<file path="src/hw/rtl/sdspi_pkg.sv">
// Shared types and constants for the SD card SPI-mode init and block read core.
package sdspi_pkg;

    localparam int BLOCK_BYTES = 512;

    localparam logic [15:0] POLL_LIMIT_RST   = 16'd2000;
    localparam logic [7:0]  REPLY_TRIES_RST  = 8'd8;
    localparam logic [7:0]  WAKEUP_BYTES_RST = 8'd10;

    localparam logic [7:0] CMD0   = 8'h40;
    localparam logic [7:0] CMD8   = 8'h48;
    localparam logic [7:0] CMD55  = 8'h77;
    localparam logic [7:0] ACMD41 = 8'h69;
    localparam logic [7:0] CMD58  = 8'h7A;
    localparam logic [7:0] CMD16  = 8'h50;
    localparam logic [7:0] CMD17  = 8'h51;

    localparam logic [7:0]  CRC_CMD0   = 8'h95;
    localparam logic [7:0]  CRC_CMD8   = 8'h87;
    localparam logic [7:0]  CRC_NONE   = 8'hFF;
    localparam logic [31:0] ARG_CMD8   = 32'h0000_01AA;
    localparam logic [31:0] ARG_ACMD41 = 32'h4000_0000;
    localparam logic [7:0]  IDLE_BYTE  = 8'hFF;
    localparam logic [7:0]  TOKEN_BYTE = 8'hFE;
    localparam logic [7:0]  R1_IDLE    = 8'h01;
    localparam logic [7:0]  R7_PATTERN = 8'hAA;

    typedef enum logic [1:0] {
        CFG_POLL_LIMIT   = 2'd0,
        CFG_REPLY_TRIES  = 2'd1,
        CFG_WAKEUP_BYTES = 2'd2
    } t_cfg_idx;

    typedef enum logic [1:0] {
        OP_INIT = 2'd0,
        OP_READ = 2'd1,
        OP_XCHG = 2'd2
    } t_opcode;

    typedef enum logic [1:0] {
        ST_OK      = 2'd0,
        ST_NO_CARD = 2'd1,
        ST_FAIL    = 2'd2
    } t_status;

    typedef enum logic [3:0] {
        P_IDLE,
        P_WAKE,
        P_FRAME,
        P_REPLY,
        P_R7,
        P_OCR,
        P_TOKEN,
        P_DATA,
        P_CRC
    } t_phase;

    typedef struct packed {
        logic [15:0] poll_limit;
        logic [7:0]  reply_tries;
        logic [7:0]  wakeup_bytes;
    } t_cfg;

    typedef struct packed {
        t_phase      phase;
        logic [47:0] frame_shift;
        logic [15:0] byte_count;
        logic [7:0]  try_count;
        logic [7:0]  reply_save;
        logic        echo_ok;
        logic        card_ready;
        logic        card_block_addressed;
    } t_state;

    typedef struct packed {
        logic        tx_valid;
        logic [7:0]  tx_byte;
        logic        select;
        logic        data_valid;
        logic [7:0]  data_byte;
        logic        last;
        logic        done_res;
        logic [1:0]  status;
        logic        high_capacity;
    } t_result;

endpackage

</file>
<file path="src/hw/rtl/sd_spi_init_and_block_read_core.sv">
// SD card SPI-mode init and single block read sequencer, top level.
//
//  channel  direction  handshake                 payload
//  in       input      i_in_valid / o_in_ready   i_opcode, i_sector, i_rx_byte
//  out      output     o_out_valid / i_out_ready o_tx_* , o_data_*, o_last, o_done_res,
//                                                o_status, o_high_capacity
//  cfg      input      i_cfg_we                  i_cfg_idx, i_cfg_data
//
// One transfer in per cycle while o_in_ready is high; its result is registered into the output queue.
// The sequencer step is one pass of combinational logic from the state registers.
// Results go through a two-entry output queue, so input is taken while one result waits.
// o_in_ready drops only with both queue entries full.
// Synchronous active-low reset returns to idle, card not ready, with default limits.
module sd_spi_init_and_block_read_core (
    input  logic        i_clk,
    input  logic        i_rst_n,
    input  logic        i_in_valid,
    output logic        o_in_ready,
    input  logic [1:0]  i_opcode,
    input  logic [31:0] i_sector,
    input  logic [7:0]  i_rx_byte,
    output logic        o_out_valid,
    input  logic        i_out_ready,
    output logic        o_tx_valid,
    output logic [7:0]  o_tx_byte,
    output logic        o_select,
    output logic        o_data_valid,
    output logic [7:0]  o_data_byte,
    output logic        o_last,
    output logic        o_done_res,
    output logic [1:0]  o_status,
    output logic        o_high_capacity,
    input  logic        i_cfg_we,
    input  logic [1:0]  i_cfg_idx,
    input  logic [15:0] i_cfg_data
);

    sdspi_pkg::t_cfg    r_cfg;
    sdspi_pkg::t_state  r_state;
    sdspi_pkg::t_state  n_state;
    sdspi_pkg::t_result n_res;
    sdspi_pkg::t_result r_res0;
    sdspi_pkg::t_result r_res1;
    logic [1:0]         r_count;
    logic               push;
    logic               pop;

    sdspi_step u_step (
        .i_state   (r_state),
        .i_cfg     (r_cfg),
        .i_opcode  (i_opcode),
        .i_sector  (i_sector),
        .i_rx_byte (i_rx_byte),
        .o_state   (n_state),
        .o_result  (n_res)
    );

    assign o_in_ready  = (r_count != 2'd2);
    assign o_out_valid = (r_count != 2'd0);
    assign push        = i_in_valid & o_in_ready;
    assign pop         = o_out_valid & i_out_ready;

    always_ff @(posedge i_clk) begin
        if (!i_rst_n) begin
            r_cfg.poll_limit   <= sdspi_pkg::POLL_LIMIT_RST;
            r_cfg.reply_tries  <= sdspi_pkg::REPLY_TRIES_RST;
            r_cfg.wakeup_bytes <= sdspi_pkg::WAKEUP_BYTES_RST;
        end else if (i_cfg_we) begin
            case (i_cfg_idx)
                sdspi_pkg::CFG_POLL_LIMIT:   r_cfg.poll_limit   <= i_cfg_data;
                sdspi_pkg::CFG_REPLY_TRIES:  r_cfg.reply_tries  <= i_cfg_data[7:0];
                sdspi_pkg::CFG_WAKEUP_BYTES: r_cfg.wakeup_bytes <= i_cfg_data[7:0];
                default: ;
            endcase
        end
    end

    // all-zero state is idle phase with every counter and flag clear
    always_ff @(posedge i_clk) begin
        if (!i_rst_n) begin
            r_state <= '0;
        end else if (push) begin
            r_state <= n_state;
        end
    end

    always_ff @(posedge i_clk) begin
        if (!i_rst_n) begin
            r_count <= 2'd0;
        end else begin
            case (r_count)
                2'd0: begin
                    if (push) begin
                        r_res0  <= n_res;
                        r_count <= 2'd1;
                    end
                end
                2'd1: begin
                    if (push && pop) begin
                        r_res0 <= n_res;
                    end else if (push) begin
                        r_res1  <= n_res;
                        r_count <= 2'd2;
                    end else if (pop) begin
                        r_count <= 2'd0;
                    end
                end
                default: begin
                    if (pop) begin
                        r_res0  <= r_res1;
                        r_count <= 2'd1;
                    end
                end
            endcase
        end
    end

    assign o_tx_valid      = r_res0.tx_valid;
    assign o_tx_byte       = r_res0.tx_byte;
    assign o_select        = r_res0.select;
    assign o_data_valid    = r_res0.data_valid;
    assign o_data_byte     = r_res0.data_byte;
    assign o_last          = r_res0.last;
    assign o_done_res      = r_res0.done_res;
    assign o_status        = r_res0.status;
    assign o_high_capacity = r_res0.high_capacity;

    a_accept_gives_result: assert property (@(posedge i_clk) disable iff (!i_rst_n)
        push |=> o_out_valid)
        else $error("accepted transfer produced no result");

    a_done_excludes_tx: assert property (@(posedge i_clk) disable iff (!i_rst_n)
        o_out_valid |-> !(o_done_res && o_tx_valid))
        else $error("done and tx byte in one result");

    a_last_with_data: assert property (@(posedge i_clk) disable iff (!i_rst_n)
        o_out_valid && o_last |-> o_data_valid)
        else $error("last without data byte");

    a_deselect_idle: assert property (@(posedge i_clk) disable iff (!i_rst_n)
        o_out_valid && o_tx_valid && !o_select |-> o_tx_byte == sdspi_pkg::IDLE_BYTE)
        else $error("non-idle byte sent with select low");

endmodule

</file>
<file path="src/hw/rtl/sdspi_step.sv">
// Combinational sequencer step: next state and result for one transfer.
module sdspi_step (
    input  sdspi_pkg::t_state  i_state,
    input  sdspi_pkg::t_cfg    i_cfg,
    input  logic [1:0]         i_opcode,
    input  logic [31:0]        i_sector,
    input  logic [7:0]         i_rx_byte,
    output sdspi_pkg::t_state  o_state,
    output sdspi_pkg::t_result o_result
);

    typedef struct packed {
        logic       emit;
        logic [7:0] tx_byte;
        logic       select;
        logic       fin;
        logic [1:0] status;
        logic       data_valid;
        logic [7:0] data_byte;
        logic       last;
    } t_action;

    sdspi_pkg::t_state n_st;
    t_action           act;
    logic              do_r1;
    logic [7:0]        r1;
    logic              do_start;
    logic [7:0]        s_cmd;
    logic [31:0]       s_arg;
    logic [7:0]        s_crc;
    logic [7:0]        frame_byte;
    logic [31:0]       read_addr;

    assign read_addr = i_state.card_block_addressed ? i_sector
                     : 32'(i_sector * 32'(sdspi_pkg::BLOCK_BYTES));

    // next state
    always_comb begin
        n_st       = i_state;
        act        = '0;
        do_r1      = 1'b0;
        r1         = sdspi_pkg::IDLE_BYTE;
        do_start   = 1'b0;
        s_cmd      = sdspi_pkg::CMD0;
        s_arg      = '0;
        s_crc      = sdspi_pkg::CRC_NONE;
        frame_byte = '0;

        case (i_opcode)
            sdspi_pkg::OP_INIT: begin
                if (i_state.card_ready) begin
                    act.fin    = 1'b1;
                    act.status = sdspi_pkg::ST_OK;
                    n_st.phase = sdspi_pkg::P_IDLE;
                end else begin
                    n_st.card_block_addressed = 1'b0;
                    n_st.phase      = sdspi_pkg::P_WAKE;
                    n_st.byte_count = '0;
                    if (i_cfg.wakeup_bytes == 8'd0) begin
                        do_start = 1'b1;
                        s_cmd    = sdspi_pkg::CMD0;
                        s_crc    = sdspi_pkg::CRC_CMD0;
                    end else begin
                        act.emit    = 1'b1;
                        act.tx_byte = sdspi_pkg::IDLE_BYTE;
                        act.select  = 1'b0;
                    end
                end
            end
            sdspi_pkg::OP_READ: begin
                if (!i_state.card_ready) begin
                    act.fin    = 1'b1;
                    act.status = sdspi_pkg::ST_FAIL;
                    n_st.phase = sdspi_pkg::P_IDLE;
                end else begin
                    do_start = 1'b1;
                    s_cmd    = sdspi_pkg::CMD17;
                    s_arg    = read_addr;
                end
            end
            sdspi_pkg::OP_XCHG: begin
                case (i_state.phase)
                    sdspi_pkg::P_WAKE: begin
                        n_st.byte_count = i_state.byte_count + 16'd1;
                        if (n_st.byte_count >= {8'd0, i_cfg.wakeup_bytes}) begin
                            do_start = 1'b1;
                            s_cmd    = sdspi_pkg::CMD0;
                            s_crc    = sdspi_pkg::CRC_CMD0;
                        end else begin
                            act.emit    = 1'b1;
                            act.tx_byte = sdspi_pkg::IDLE_BYTE;
                            act.select  = 1'b0;
                        end
                    end
                    sdspi_pkg::P_FRAME: begin
                        n_st.try_count = i_state.try_count + 8'd1;
                        if (n_st.try_count <= 8'd6) begin
                            case (n_st.try_count[2:0])
                                3'd1:    frame_byte = i_state.frame_shift[47:40];
                                3'd2:    frame_byte = i_state.frame_shift[39:32];
                                3'd3:    frame_byte = i_state.frame_shift[31:24];
                                3'd4:    frame_byte = i_state.frame_shift[23:16];
                                3'd5:    frame_byte = i_state.frame_shift[15:8];
                                default: frame_byte = i_state.frame_shift[7:0];
                            endcase
                            act.emit    = 1'b1;
                            act.tx_byte = frame_byte;
                            act.select  = 1'b1;
                        end else begin
                            n_st.phase     = sdspi_pkg::P_REPLY;
                            n_st.try_count = '0;
                            if (i_cfg.reply_tries == 8'd0) begin
                                do_r1 = 1'b1;
                            end else begin
                                act.emit    = 1'b1;
                                act.tx_byte = sdspi_pkg::IDLE_BYTE;
                                act.select  = 1'b1;
                            end
                        end
                    end
                    sdspi_pkg::P_REPLY: begin
                        n_st.try_count = i_state.try_count + 8'd1;
                        if (!i_rx_byte[7]) begin
                            do_r1 = 1'b1;
                            r1    = i_rx_byte;
                        end else if (n_st.try_count >= i_cfg.reply_tries) begin
                            do_r1 = 1'b1;
                        end else begin
                            act.emit    = 1'b1;
                            act.tx_byte = sdspi_pkg::IDLE_BYTE;
                            act.select  = 1'b1;
                        end
                    end
                    sdspi_pkg::P_R7: begin
                        if (i_state.try_count == 8'd2) begin
                            n_st.echo_ok = (i_rx_byte == sdspi_pkg::R1_IDLE);
                        end
                        n_st.try_count = i_state.try_count + 8'd1;
                        if (n_st.try_count >= 8'd4) begin
                            if (!n_st.echo_ok || i_rx_byte != sdspi_pkg::R7_PATTERN) begin
                                act.fin    = 1'b1;
                                act.status = sdspi_pkg::ST_FAIL;
                                n_st.phase = sdspi_pkg::P_IDLE;
                            end else begin
                                n_st.byte_count = '0;
                                do_start = 1'b1;
                                s_cmd    = sdspi_pkg::CMD55;
                            end
                        end else begin
                            act.emit    = 1'b1;
                            act.tx_byte = sdspi_pkg::IDLE_BYTE;
                            act.select  = 1'b1;
                        end
                    end
                    sdspi_pkg::P_OCR: begin
                        if (i_state.try_count == 8'd0) begin
                            n_st.reply_save = i_rx_byte;
                        end
                        n_st.try_count = i_state.try_count + 8'd1;
                        if (n_st.try_count >= 8'd4) begin
                            n_st.card_block_addressed = n_st.reply_save[6];
                            if (!n_st.reply_save[6]) begin
                                do_start = 1'b1;
                                s_cmd    = sdspi_pkg::CMD16;
                                s_arg    = 32'(sdspi_pkg::BLOCK_BYTES);
                            end else begin
                                n_st.card_ready = 1'b1;
                                act.fin    = 1'b1;
                                act.status = sdspi_pkg::ST_OK;
                                n_st.phase = sdspi_pkg::P_IDLE;
                            end
                        end else begin
                            act.emit    = 1'b1;
                            act.tx_byte = sdspi_pkg::IDLE_BYTE;
                            act.select  = 1'b1;
                        end
                    end
                    sdspi_pkg::P_TOKEN: begin
                        n_st.byte_count = i_state.byte_count + 16'd1;
                        if (i_rx_byte == sdspi_pkg::TOKEN_BYTE) begin
                            n_st.phase      = sdspi_pkg::P_DATA;
                            n_st.byte_count = '0;
                            act.emit    = 1'b1;
                            act.tx_byte = sdspi_pkg::IDLE_BYTE;
                            act.select  = 1'b1;
                        end else if (n_st.byte_count >= i_cfg.poll_limit) begin
                            act.fin    = 1'b1;
                            act.status = sdspi_pkg::ST_FAIL;
                            n_st.phase = sdspi_pkg::P_IDLE;
                        end else begin
                            act.emit    = 1'b1;
                            act.tx_byte = sdspi_pkg::IDLE_BYTE;
                            act.select  = 1'b1;
                        end
                    end
                    sdspi_pkg::P_DATA: begin
                        act.data_valid  = 1'b1;
                        act.data_byte   = i_rx_byte;
                        n_st.byte_count = i_state.byte_count + 16'd1;
                        if (n_st.byte_count >= 16'(sdspi_pkg::BLOCK_BYTES)) begin
                            act.last       = 1'b1;
                            n_st.phase     = sdspi_pkg::P_CRC;
                            n_st.try_count = '0;
                        end
                        act.emit    = 1'b1;
                        act.tx_byte = sdspi_pkg::IDLE_BYTE;
                        act.select  = 1'b1;
                    end
                    sdspi_pkg::P_CRC: begin
                        n_st.try_count = i_state.try_count + 8'd1;
                        if (n_st.try_count >= 8'd2) begin
                            act.fin    = 1'b1;
                            act.status = sdspi_pkg::ST_OK;
                            n_st.phase = sdspi_pkg::P_IDLE;
                        end else begin
                            act.emit    = 1'b1;
                            act.tx_byte = sdspi_pkg::IDLE_BYTE;
                            act.select  = 1'b1;
                        end
                    end
                    default: ;
                endcase
            end
            default: ;
        endcase

        // R1 reply handling, keyed on the command in flight
        if (do_r1) begin
            case (i_state.frame_shift[47:40])
                sdspi_pkg::CMD0: begin
                    if (r1 != sdspi_pkg::R1_IDLE) begin
                        act.fin    = 1'b1;
                        act.status = sdspi_pkg::ST_NO_CARD;
                        n_st.phase = sdspi_pkg::P_IDLE;
                    end else begin
                        do_start = 1'b1;
                        s_cmd    = sdspi_pkg::CMD8;
                        s_arg    = sdspi_pkg::ARG_CMD8;
                        s_crc    = sdspi_pkg::CRC_CMD8;
                    end
                end
                sdspi_pkg::CMD8: begin
                    if (!r1[2]) begin
                        n_st.phase     = sdspi_pkg::P_R7;
                        n_st.try_count = '0;
                        n_st.echo_ok   = 1'b0;
                        act.emit    = 1'b1;
                        act.tx_byte = sdspi_pkg::IDLE_BYTE;
                        act.select  = 1'b1;
                    end else begin
                        n_st.byte_count = '0;
                        do_start = 1'b1;
                        s_cmd    = sdspi_pkg::CMD55;
                    end
                end
                sdspi_pkg::CMD55: begin
                    do_start = 1'b1;
                    s_cmd    = sdspi_pkg::ACMD41;
                    s_arg    = sdspi_pkg::ARG_ACMD41;
                end
                sdspi_pkg::ACMD41: begin
                    n_st.byte_count = i_state.byte_count + 16'd1;
                    if (r1 == 8'd0) begin
                        do_start = 1'b1;
                        s_cmd    = sdspi_pkg::CMD58;
                    end else if (n_st.byte_count >= i_cfg.poll_limit) begin
                        act.fin    = 1'b1;
                        act.status = sdspi_pkg::ST_FAIL;
                        n_st.phase = sdspi_pkg::P_IDLE;
                    end else begin
                        do_start = 1'b1;
                        s_cmd    = sdspi_pkg::CMD55;
                    end
                end
                sdspi_pkg::CMD58: begin
                    if (r1 == 8'd0) begin
                        n_st.phase     = sdspi_pkg::P_OCR;
                        n_st.try_count = '0;
                        act.emit    = 1'b1;
                        act.tx_byte = sdspi_pkg::IDLE_BYTE;
                        act.select  = 1'b1;
                    end else if (!i_state.card_block_addressed) begin
                        do_start = 1'b1;
                        s_cmd    = sdspi_pkg::CMD16;
                        s_arg    = 32'(sdspi_pkg::BLOCK_BYTES);
                    end else begin
                        n_st.card_ready = 1'b1;
                        act.fin    = 1'b1;
                        act.status = sdspi_pkg::ST_OK;
                        n_st.phase = sdspi_pkg::P_IDLE;
                    end
                end
                sdspi_pkg::CMD16: begin
                    act.fin    = 1'b1;
                    n_st.phase = sdspi_pkg::P_IDLE;
                    if (r1 != 8'd0) begin
                        act.status = sdspi_pkg::ST_FAIL;
                    end else begin
                        act.status      = sdspi_pkg::ST_OK;
                        n_st.card_ready = 1'b1;
                    end
                end
                sdspi_pkg::CMD17: begin
                    if (r1 != 8'd0) begin
                        act.fin    = 1'b1;
                        act.status = sdspi_pkg::ST_FAIL;
                        n_st.phase = sdspi_pkg::P_IDLE;
                    end else begin
                        n_st.phase      = sdspi_pkg::P_TOKEN;
                        n_st.byte_count = '0;
                        act.emit    = 1'b1;
                        act.tx_byte = sdspi_pkg::IDLE_BYTE;
                        act.select  = 1'b1;
                    end
                end
                default: begin
                    act.fin    = 1'b1;
                    act.status = sdspi_pkg::ST_FAIL;
                    n_st.phase = sdspi_pkg::P_IDLE;
                end
            endcase
        end

        // command launch: leading idle byte, then six frame bytes
        if (do_start) begin
            n_st.frame_shift = {s_cmd, s_arg, s_crc};
            n_st.phase       = sdspi_pkg::P_FRAME;
            n_st.try_count   = '0;
            act.emit    = 1'b1;
            act.tx_byte = sdspi_pkg::IDLE_BYTE;
            act.select  = 1'b1;
        end
    end

    assign o_state = n_st;

    // outputs
    always_comb begin
        o_result               = '0;
        o_result.tx_valid      = act.emit;
        o_result.tx_byte       = act.emit ? act.tx_byte : 8'd0;
        o_result.select        = act.emit & act.select;
        o_result.data_valid    = act.data_valid;
        o_result.data_byte     = act.data_valid ? act.data_byte : 8'd0;
        o_result.last          = act.last;
        o_result.done_res      = act.fin;
        o_result.status        = act.fin ? act.status : 2'd0;
        o_result.high_capacity = n_st.card_block_addressed;
    end

endmodule
</file>
<file path="config.mk">
export PLATFORM = sky130hd
export DESIGN_NAME = sd_spi_init_and_block_read_core
export DESIGN_NICKNAME = d
export VERILOG_FILES = /design/src/hw/rtl/sdspi_pkg.sv /design/src/hw/rtl/sd_spi_init_and_block_read_core.sv /design/src/hw/rtl/sdspi_step.sv
export SDC_FILE = /design/constraint.sdc
export NUM_CORES = 1
export LEC_CHECK = 0
export BUFFER_PORTS_ARGS = -buffer_cell sky130_fd_sc_hd__buf_4
export CAP_MARGIN = 20
export CORE_UTILIZATION = 30
export CTS_CLUSTER_DIAMETER = 50
export DETAILED_ROUTE_END_ITERATION = 7
export HOLD_SLACK_MARGIN = 0.02
export REMOVE_ABC_BUFFERS = 1
export SYNTH_ARGS = -nofsm -noshare
export SYNTH_HDL_FRONTEND = slang
export SYNTH_SLANG_ARGS = --single-unit
</file>
<file path="constraint.sdc">
create_clock -name i_clk -period 4 [get_ports i_clk]
set_input_delay 0.2 -clock i_clk [delete_from_list [all_inputs] [get_ports i_clk]]
set_output_delay 0.2 -clock i_clk [all_outputs]
set_load 0.05 [all_outputs]
</file>
==> results.md, run 1 <==
* Status: completed
* Prevailing post-synth register cell: dfxtp_1
* Area growth, synth to finish at 28.1%
* Dpl hpwl at 23400 um
* Worst Hold Depth at 3
* Final setup violation count at 0
* R2R cell count at 19
* Overall via count from detail_route at roughly 9500
* Antenna fix cells at 0
* Post-Syn Area at 0.00979 mm2
* Overflow after GRT at 0
* Overall routing resource usage at 0.189
* CP arrival at 4.01 ns
* Pwr dens at a little over 300 mW/mm2
* Sequential-to-total area share from yosys stat at 0.368
* Period utilization at 0.956
* Routed vias/inst at 5.38
* Antenna Violating Nets Remaining at 0
* Max cap viols at 0
* Die area at 0.0334 mm2
* # fillers at 3154
* Hold worst-path end: r_state[43]
* I/O Buffers at 90
* Buf/Inv on CP at 4
* Kind of end point of the critical path: flop
* Die X at 183 um
* Critical Path Slowest Stage Cell: dfxtp_1
* Leakage power at 0.00495 uW
* Std cell rows at 65
* Critical Path Source Type: flop
* Finished Layout Cells at between 1500 and 2000
* Clock Latency Late Sink at around 0.43 ns
* Share of post-route cells with drive strength above 1 at 0.250
* Initial DRC count at 989
* CP max FO at 9
* First-pass GRT wire length at 49500 um
* Yosys warning count at 0
* EDFF count, synth at 48
* Vias in the first global route at ~9000
* Initial Util at 0.308
* Worst VDD drop at around 0.00027 V
* Clock sink count at roughly 160
* Yosys reg bits at around 160
* Hold WS at 0.0340 ns
* Final Hold Viols at 0
* FMAX at 261 MHz
* Tmin final at around 3.8 ns
* Num CTS Buffers at 17
* Leading area contributor after synthesis: dfxtp_1
* CTS root buf: clkbuf_16
* Worst slew margin at 0.472
* Layout Skew at around 0.0085 ns
* Pre-CTS WS at -0.0852 ns
* DR pass1 iterations at 6
* RePlAce Congestion at roughly 0.95
* Hold Crit Start: i_sector[0]
* WL/cell at 17.8 um
* Core box area at around 0.032 mm2
* Yosys cell types at 91
* Remaining DRCs at 0
* Post-Syn Instances at 1142
* Synth cell count leaders: 109 x nand2_1, 108 x dfxtp_1, 95 x nand3_1, 77 x o21ai_0, 74 x nor2_1
* Htree depth at 4
* Reg-to-Reg Start: r_state[19]
* Worst Tran Pin Value at around 0.79 ns
* Clk slew on worst S/H paths at 0.07 ns
* Placed insts at roughly 1700
* Slew Limit Fails at 0
* Most numerous cell in the Yosys netlist: nand2_1
* CP delay by family, top: simple AND/OR/NAND/NOR gates
* Worst Hold Class: input pin to flop
* Io pins at 91
* CTS tree: done
* Async SR Flop Fraction at 0
* Avg Synthesized Cell Area at roughly 8.6 um2
* R2R Setup Slk at ~0.18 ns
* Final setup margin at 0.176 ns
* Clk buf depth at 2
* Synth top area share at 0.221
* Max incr delay on CP at 0.38 ns
* Largest net degree at the start of global routing at between 50 and 60
* Initial antenna violation count at 0
* Reg2reg end: o_tx_valid
* Nets at 1418
* Crit path required time at 4.18 ns
* Top cells by area, synth: dfxtp_1 22%, edfxtp_1 15%, mux2_2 5.5%
* WL final at 31400 um
* Cell breakdown of the critical path: ha_1 > nand3_1 > nor2_1 > buf_4 > nand3_1 > xnor2_1 > ha_1 > and3_1 > nand3_1 > nor2_1 > a31oi_2 > buf_4 > a21oi_1 > o211ai_1 > buf_4 > a211oi_4 > buf_12 > nand2_1 > mux2_2
* Die Ht at 183 um
* Worst Setup Path Type: flop to flop
* Stages on worst setup path at 19
## routing by layer
metal  up-vias  share of wire  GRT usage
li1       4592              -          -
met1      4548           0.45      0.252
met2       299           0.47      0.313
met3        31          0.060     0.0325
met4         0          0.013     0.0558
met5         -              0          0
## worst max-delay path by stage
stage	end	from	slack (ns)
floorplan	r_state[76]	r_state[11]	-1.19
global placement	r_state[58]	r_state[14]	-0.05
detailed placement	r_state[56]	r_state[15]	-0.09
CTS	r_state[56]	r_state[15]	0.05
global route	o_tx_valid	r_state[20]	-0.02
finish	o_tx_valid	r_state[19]	0.18
## cell usage in the layout (no fill, tap or decap), types with 8 or more instances in the layout
master,synthesis,final
buf_4,3,204
nand2_1,109,109
dfxtp_1,108,107
nand3_1,95,95
o21ai_0,77,77
nor2_1,74,74
a21oi_1,65,64
inv_1,52,52
mux2_2,48,48
edfxtp_1,48,48
ha_1,42,42
nor3_1,33,30
o31ai_1,21,21
clkbuf_16,0,17
mux2i_1,16,16
a22o_1,15,15
xnor2_1,13,13
and3_1,13,13
dlygate4sd3_1,0,13
nor4_1,12,12
a21o_1,11,11
and2_1,11,11
a31oi_1,12,11
o21a_1,10,10
o211ai_1,10,10
nand2b_1,9,9
o21ai_1,8,8
nand4_1,8,8
a221oi_1,8,8
## where the power goes
part	total, uW	internal [uW]	leakage [uW]	switching [uW]
clock network	1750	1010	0.000306	745
registers	1670	1660	0.00135	14.8
logic	413	165	0.00330	248
total	3840	2830	0.00495	1010
## logic make-up after synthesis
kind of cell / share of synthesized area
buffers and inverters: 0.0533
DFF: 0.368
muxes: 0.0716
adders and majority gates: 0.0537
xor gates and xnor gates: 0.0202
and+or+nand+nor: 0.213
AOI/OAI and AO/OA: 0.220
## repair_timing
action                     CTS  global route
gates cloned                 1             1
hold endpoints to repair    14             0
buffers inserted             0             5
setup endpoints to repair   33            66
hold buffers                13             0
pin swaps                    2             6
gates resized for setup      3            13
## flip-flops by register name, indices dropped and copies added, names as in the netlist
register and flops:
r_res1 24, o_last 1, o_data_valid 1, o_tx_valid 1, o_tx_byte 8, o_done_res 1
r_state 74, r_count 2, o_high_capacity 1, o_status 2, o_select 1, r_cfg 32
o_data_byte 8
## metrics by stage
stage / utilization / TNS, ns / cell area, um2 / power (uW)
after floorplan: - / -47.11 / 9470 / 1920
after global placement: 0.365 / -0.607 / 11600 / 2100
after detailed placement: 0.365 / -1.26 / 11600 / 2100
after CTS: 0.390 / 0 / 12400 / 3870
after global routing: 0.394 / -0.0455 / 12500 / 3980
final: 0.394 / 0 / 12500 / 3840
## tightest hold or removal path: stages
cell	delay, ns
buf_4	0.11
nand2_1	0.04
o21ai_0	0.06
## area by class of cell
class                           count  area [um2]  share of cell area
Multi-Input combinational cell    861        5810               0.463
Sequential cell                   156        3600               0.287
Timing Repair Buffer              222        1750               0.140
Tap cell                          435         544              0.0434
Clock buffer                       17         425              0.0339
Clock inverter                     15         203              0.0162
Inverter                           53         199              0.0159
No activity file was read; power rests on OpenSTA's default activity.
==> run 2, diff against run 1 <==
- ABC_AREA: default -> 1
==> run 2 against run 1 <==
  * Synthesized area up 7.5%
  * Worst hold slack improved by 0.0094 ns
  * Worst setup slack improved by 0.15 ns
  * First-iteration DRC count decreased by 36%
  * Register-to-register slack better by 0.15 ns
  * Via count increased by 13%
  * Largest cell class unchanged
==> results.md, run 2 <==
* Status: completed (unchanged)
* Antenna Violating Nets Remaining at 0 (unchanged)
* Synth top area share at 0.206 (was 0.221)
* Clk slew on worst S/H paths at 0.07 ns (about the same)
* Antenna fix cells at 0 (unchanged)
* Slew Limit Fails at 0 (unchanged)
* Overflow after GRT at 0 (unchanged)
* Critical Path Slowest Stage Cell: dfxtp_1 (unchanged)
* Routed vias/inst at 5.04 (was 5.38)
* Pwr dens at 343 mW/mm2 (was 306 mW/mm2)
* Pre-CTS WS at 0.329 ns (was -0.0852 ns)
* Reg2reg end: o_select (was o_tx_valid)
* Worst VDD drop at 0.000302 V (was 0.000273 V)
* Area growth, synth to finish at 18.1% (was 28.1%)
* EDFF count, synth at 48 (unchanged)
* Vias in the first global route at 9768 (was 9034)
* Avg Synthesized Cell Area at 6.67 um2 (was 8.57 um2)
* Met3 routed WL at 1760 um (was 1880 um)
* CTS root buf: clkbuf_16 (unchanged)
* Max incr delay on CP at 0.50 ns (was 0.38 ns)
* Layout Skew at 0.0167 ns (was 0.00848 ns)
* FMAX at 272 MHz (was 261 MHz)
* Final setup margin at 0.330 ns (was 0.176 ns)
* I/O Buffers at 90 (unchanged)
* Met2 wire length at 14400 um (was 14900 um)
* Finished Layout Cells at 2131 (was 1759)
* Overall routing resource usage at 0.185 (was 0.189)
* Setup TNS at 0 ns (unchanged)
* WL final at 32900 um (was 31400 um)
* Die Ht at 189 um (was 183 um)
* Biggest regs: r_state (74), r_cfg (32), r_res1 (24) (unchanged)
* Initial antenna violation count at 0 (unchanged)
* CTS tree: done (unchanged)
* Period utilization at 0.917 (was 0.956)
* DR pass1 iterations at 6 (unchanged)
* Leading area contributor after synthesis: dfxtp_1 (unchanged)
* Synth cell count leaders: 370 x nand2_1, 199 x inv_1, 181 x nor2_1, 124 x a21oi_1, 122 x o21ai_0 (was 109 x nand2_1, 108 x dfxtp_1, 95 x nand3_1, 77 x o21ai_0, 74 x nor2_1)
* Core box area at 0.0345 mm2 (was 0.0318 mm2)
* Nets at 1770 (was 1418)
* First-pass GRT wire length at 52200 um (was 49500 um)
* Yosys warning count at 0 (unchanged)
* Placed insts at 2089 (was 1707)
* Final Hold Viols at 0 (unchanged)
* Largest Register: r_state (unchanged)
* Final core occ at 0.360 (was 0.394)
* Worst slew margin at 0.431 (was 0.472)
* Yosys cell types at 50 (was 91)
* Commonest non-fill, non-tap cell in the layout: nand2_1 (was buf_4)
* Commonest non-fill, non-tap cells in the layout: 370 x nand2_1, 199 x inv_1, 180 x nor2_1, 124 x a21oi_1, 122 x o21ai_0 (was 204 x buf_4, 109 x nand2_1, 107 x dfxtp_1, 95 x nand3_1, 77 x o21ai_0)
* Htree depth at 4 (unchanged)
* Io pins at 91 (unchanged)
* Largest net degree at the start of global routing at 54 (was 58)
* Critical Path Source Type: flop (unchanged)
* Die area at 0.0358 mm2 (was 0.0334 mm2)
* R2R cell count at 20 (was 19)
* PnR Total Power at 4260 uW (was 3840 uW)
* Clock Latency Late Sink at 0.46 ns (was 0.43 ns)
* CP arrival at 3.86 ns (was 4.01 ns)
* Most numerous cell in the Yosys netlist: nand2_1 (unchanged)
* Tmin final at 3.67 ns (was 3.82 ns)
* Share of post-route cells with drive strength above 1 at 0.114 (was 0.250)
* Async SR Flop Fraction at 0 (unchanged)
* CP max FO at 10 (was 9)
* Worst Setup Path Type: flop to flop (unchanged)
* Stages on worst setup path at 20 (was 19)
* Worst Hold Depth at 3 (unchanged)
* Max cap viols at 0 (unchanged)
* RePlAce Congestion at 0.926 (was 0.950)
* Die X at 189 um (was 183 um)
* Post-Syn Area at 0.0105 mm2 (was 0.00979 mm2)
* Reg-to-Reg Start: r_state[11] (was r_state[19])
* Clock sink count at 156 (unchanged)
* Num CTS Buffers at 17 (unchanged)
* Remaining DRCs at 0 (unchanged)
* Met1 wire length at 15900 um (was 14200 um)
* Top Layer Used: met4 (unchanged)
* Hold worst-path end: r_cfg[29] (was r_state[43])
* Crit path required time at 4.19 ns (was 4.18 ns)
* Kind of end point of the critical path: flop (unchanged)
* Top cell by count, worst path: nand2_1
* Std cell rows at 68 (was 65)
* WL/cell at 15.4 um (was 17.8 um)
* Dpl hpwl at 24700 um (was 23400 um)
* Final setup violation count at 0 (unchanged)
* Overall via count from detail_route at 10700 (was 9470)
* Top cells by area, synth: dfxtp_1 21%, edfxtp_1 14%, nand2_1 13% (was dfxtp_1 22%, edfxtp_1 15%, mux2_2 5.5%)
* Prevailing post-synth register cell: dfxtp_1 (unchanged)
* Setup Buffers After CTS at 0 (unchanged)
* Sequential-to-total area share from yosys stat at 0.343 (was 0.368)
* Initial DRC count at 633 (was 989)
* Unrepaired setup endpoints after global routing: no
* Clk buf depth at 2 (unchanged)
* Buf/Inv on CP at 3 (was 4)
* Cell breakdown of the critical path: ha_1 > nand2_1 > inv_2 > nand4_2 > xor2_2 > ha_1 > nand2_1 > nor2_1 > a211oi_1 > nand4_1 > nand2_1 > nand2_4 > inv_2 > nor2_4 > nand2_2 > nand2_4 > inv_1 > nand2_2 > nor2_1 > o21ai_1 (was ha_1 > nand3_1 > nor2_1 > buf_4 > nand3_1 > xnor2_1 > ha_1 > and3_1 > nand3_1 > nor2_1 > a31oi_2 > buf_4 > a21oi_1 > o211ai_1 > buf_4 > a211oi_4 > buf_12 > nand2_1 > mux2_2)
* Worst Tran Pin Value at 0.851 ns (was 0.790 ns)
* Initial Util at 0.305 (was 0.308)
* Post-Syn Instances at 1577 (was 1142)
* Worst Hold Class: input pin to flop (unchanged)
* Hold Crit Start: i_cfg_data[13] (was i_sector[0])
* CP delay by family, top: simple AND/OR/NAND/NOR gates (unchanged)
* Yosys reg bits at 156 (unchanged)
* Leakage power at 0.00555 uW (was 0.00495 uW)
* R2R Setup Slk at 0.33 ns (was 0.18 ns)
* Max reg flops at 74 (unchanged)
[run 2: cell types whose count changed after synthesis, moves of 13 or more]
| cell | delta |
|---|---|
| inv_1 | +147 |
| a22o_1 | -15 |
| nor2_1 | +107 |
| a21oi_1 | +59 |
| mux2_2 | -48 |
| xnor2_1 | -13 |
| nand2_1 | +261 |
| o21ai_1 | +13 |
| nand3_1 | -17 |
| o21ai_0 | +45 |
| nand4_1 | +22 |
[run 2: cells by family after synthesis]
| group | synth area share |
|---|---|
| AO/OA/AOI/OAI | 0.172 |
| XOR/XNOR | 0.00654 |
| adder cells (fa/ha/maj) | 0.0500 |
| buffers and inverters | 0.0983 |
| flip-flops | 0.343 |
| multiplexers | 0.0181 |
| AND/OR/NAND/NOR | 0.312 |
[run 2: cell type report]
cell class / instances / area [um2]
flip-flops and latches: 156 / 3600
clock buffers: 24 / 513
multi-input cells: 1156 / 5890
inverters: 210 / 791
clock inverters: 8 / 103
repair buffers: 122 / 953
well taps: 455 / 569
fillers: 3744 / 22100
[run 2: worst reg2reg max path: cells and delay by family, from the launching register on]
kind / cells / cell delay, ns
AND/OR/NAND/NOR: 12 / 1.46
flip-flops: 1 / 0.50
XOR/XNOR: 1 / 0.26
buffers and inverters: 3 / 0.43
adder cells (fa/ha/maj): 2 / 0.50
AO/OA/AOI/OAI: 2 / 0.26
[run 2: per-layer routing]
metal / vias up / GRT usage
li1: 5403 / -
met1: 4943 / 0.255
met2: 349 / 0.283
met3: 47 / 0.0323
met4: 0 / 0.0775
met5: - / 0
[run 2: worst max-delay path by stage]
stage	startpoint	to	slack (ns)
3_3_place_gp	r_state[11]	r_state[52]	0.44
4_1_cts	r_state[19]	r_state[52]	0.30
5_1_grt	r_state[11]	o_tx_byte[3]	0.04
2_1_floorplan	r_count[1]	r_res1[0]	-0.32
3_5_place_dp	r_state[19]	r_state[52]	0.33
6_report	r_state[11]	o_select	0.33
[run 2: timing repair]
item,in CTS,in global routing
hold buffers,10,0
endpoints found under the setup margin,0,1
endpoints found under the hold margin,12,0
resized for setup,0,2
[run 2: power breakdown]
group | internal (uW) | switching, uW | leakage (uW)
Combinational | 250 | 500 | 0.00391
Sequential | 1720 | 49.7 | 0.00133
Clock | 1030 | 707 | 0.000307
[run 2: stage by stage]
| stage | hold WS [ns] | cell area [um2] |
|---|---|---|
| final | 0.0434 | 12400 |
| after global routing | 0.0585 | 12400 |
| after CTS | 0.0231 | 12400 |
| after detailed placement | 0.422 | 11700 |
| after global placement | 0.418 | 11700 |
| after floorplan | 0.299 | 10300 |
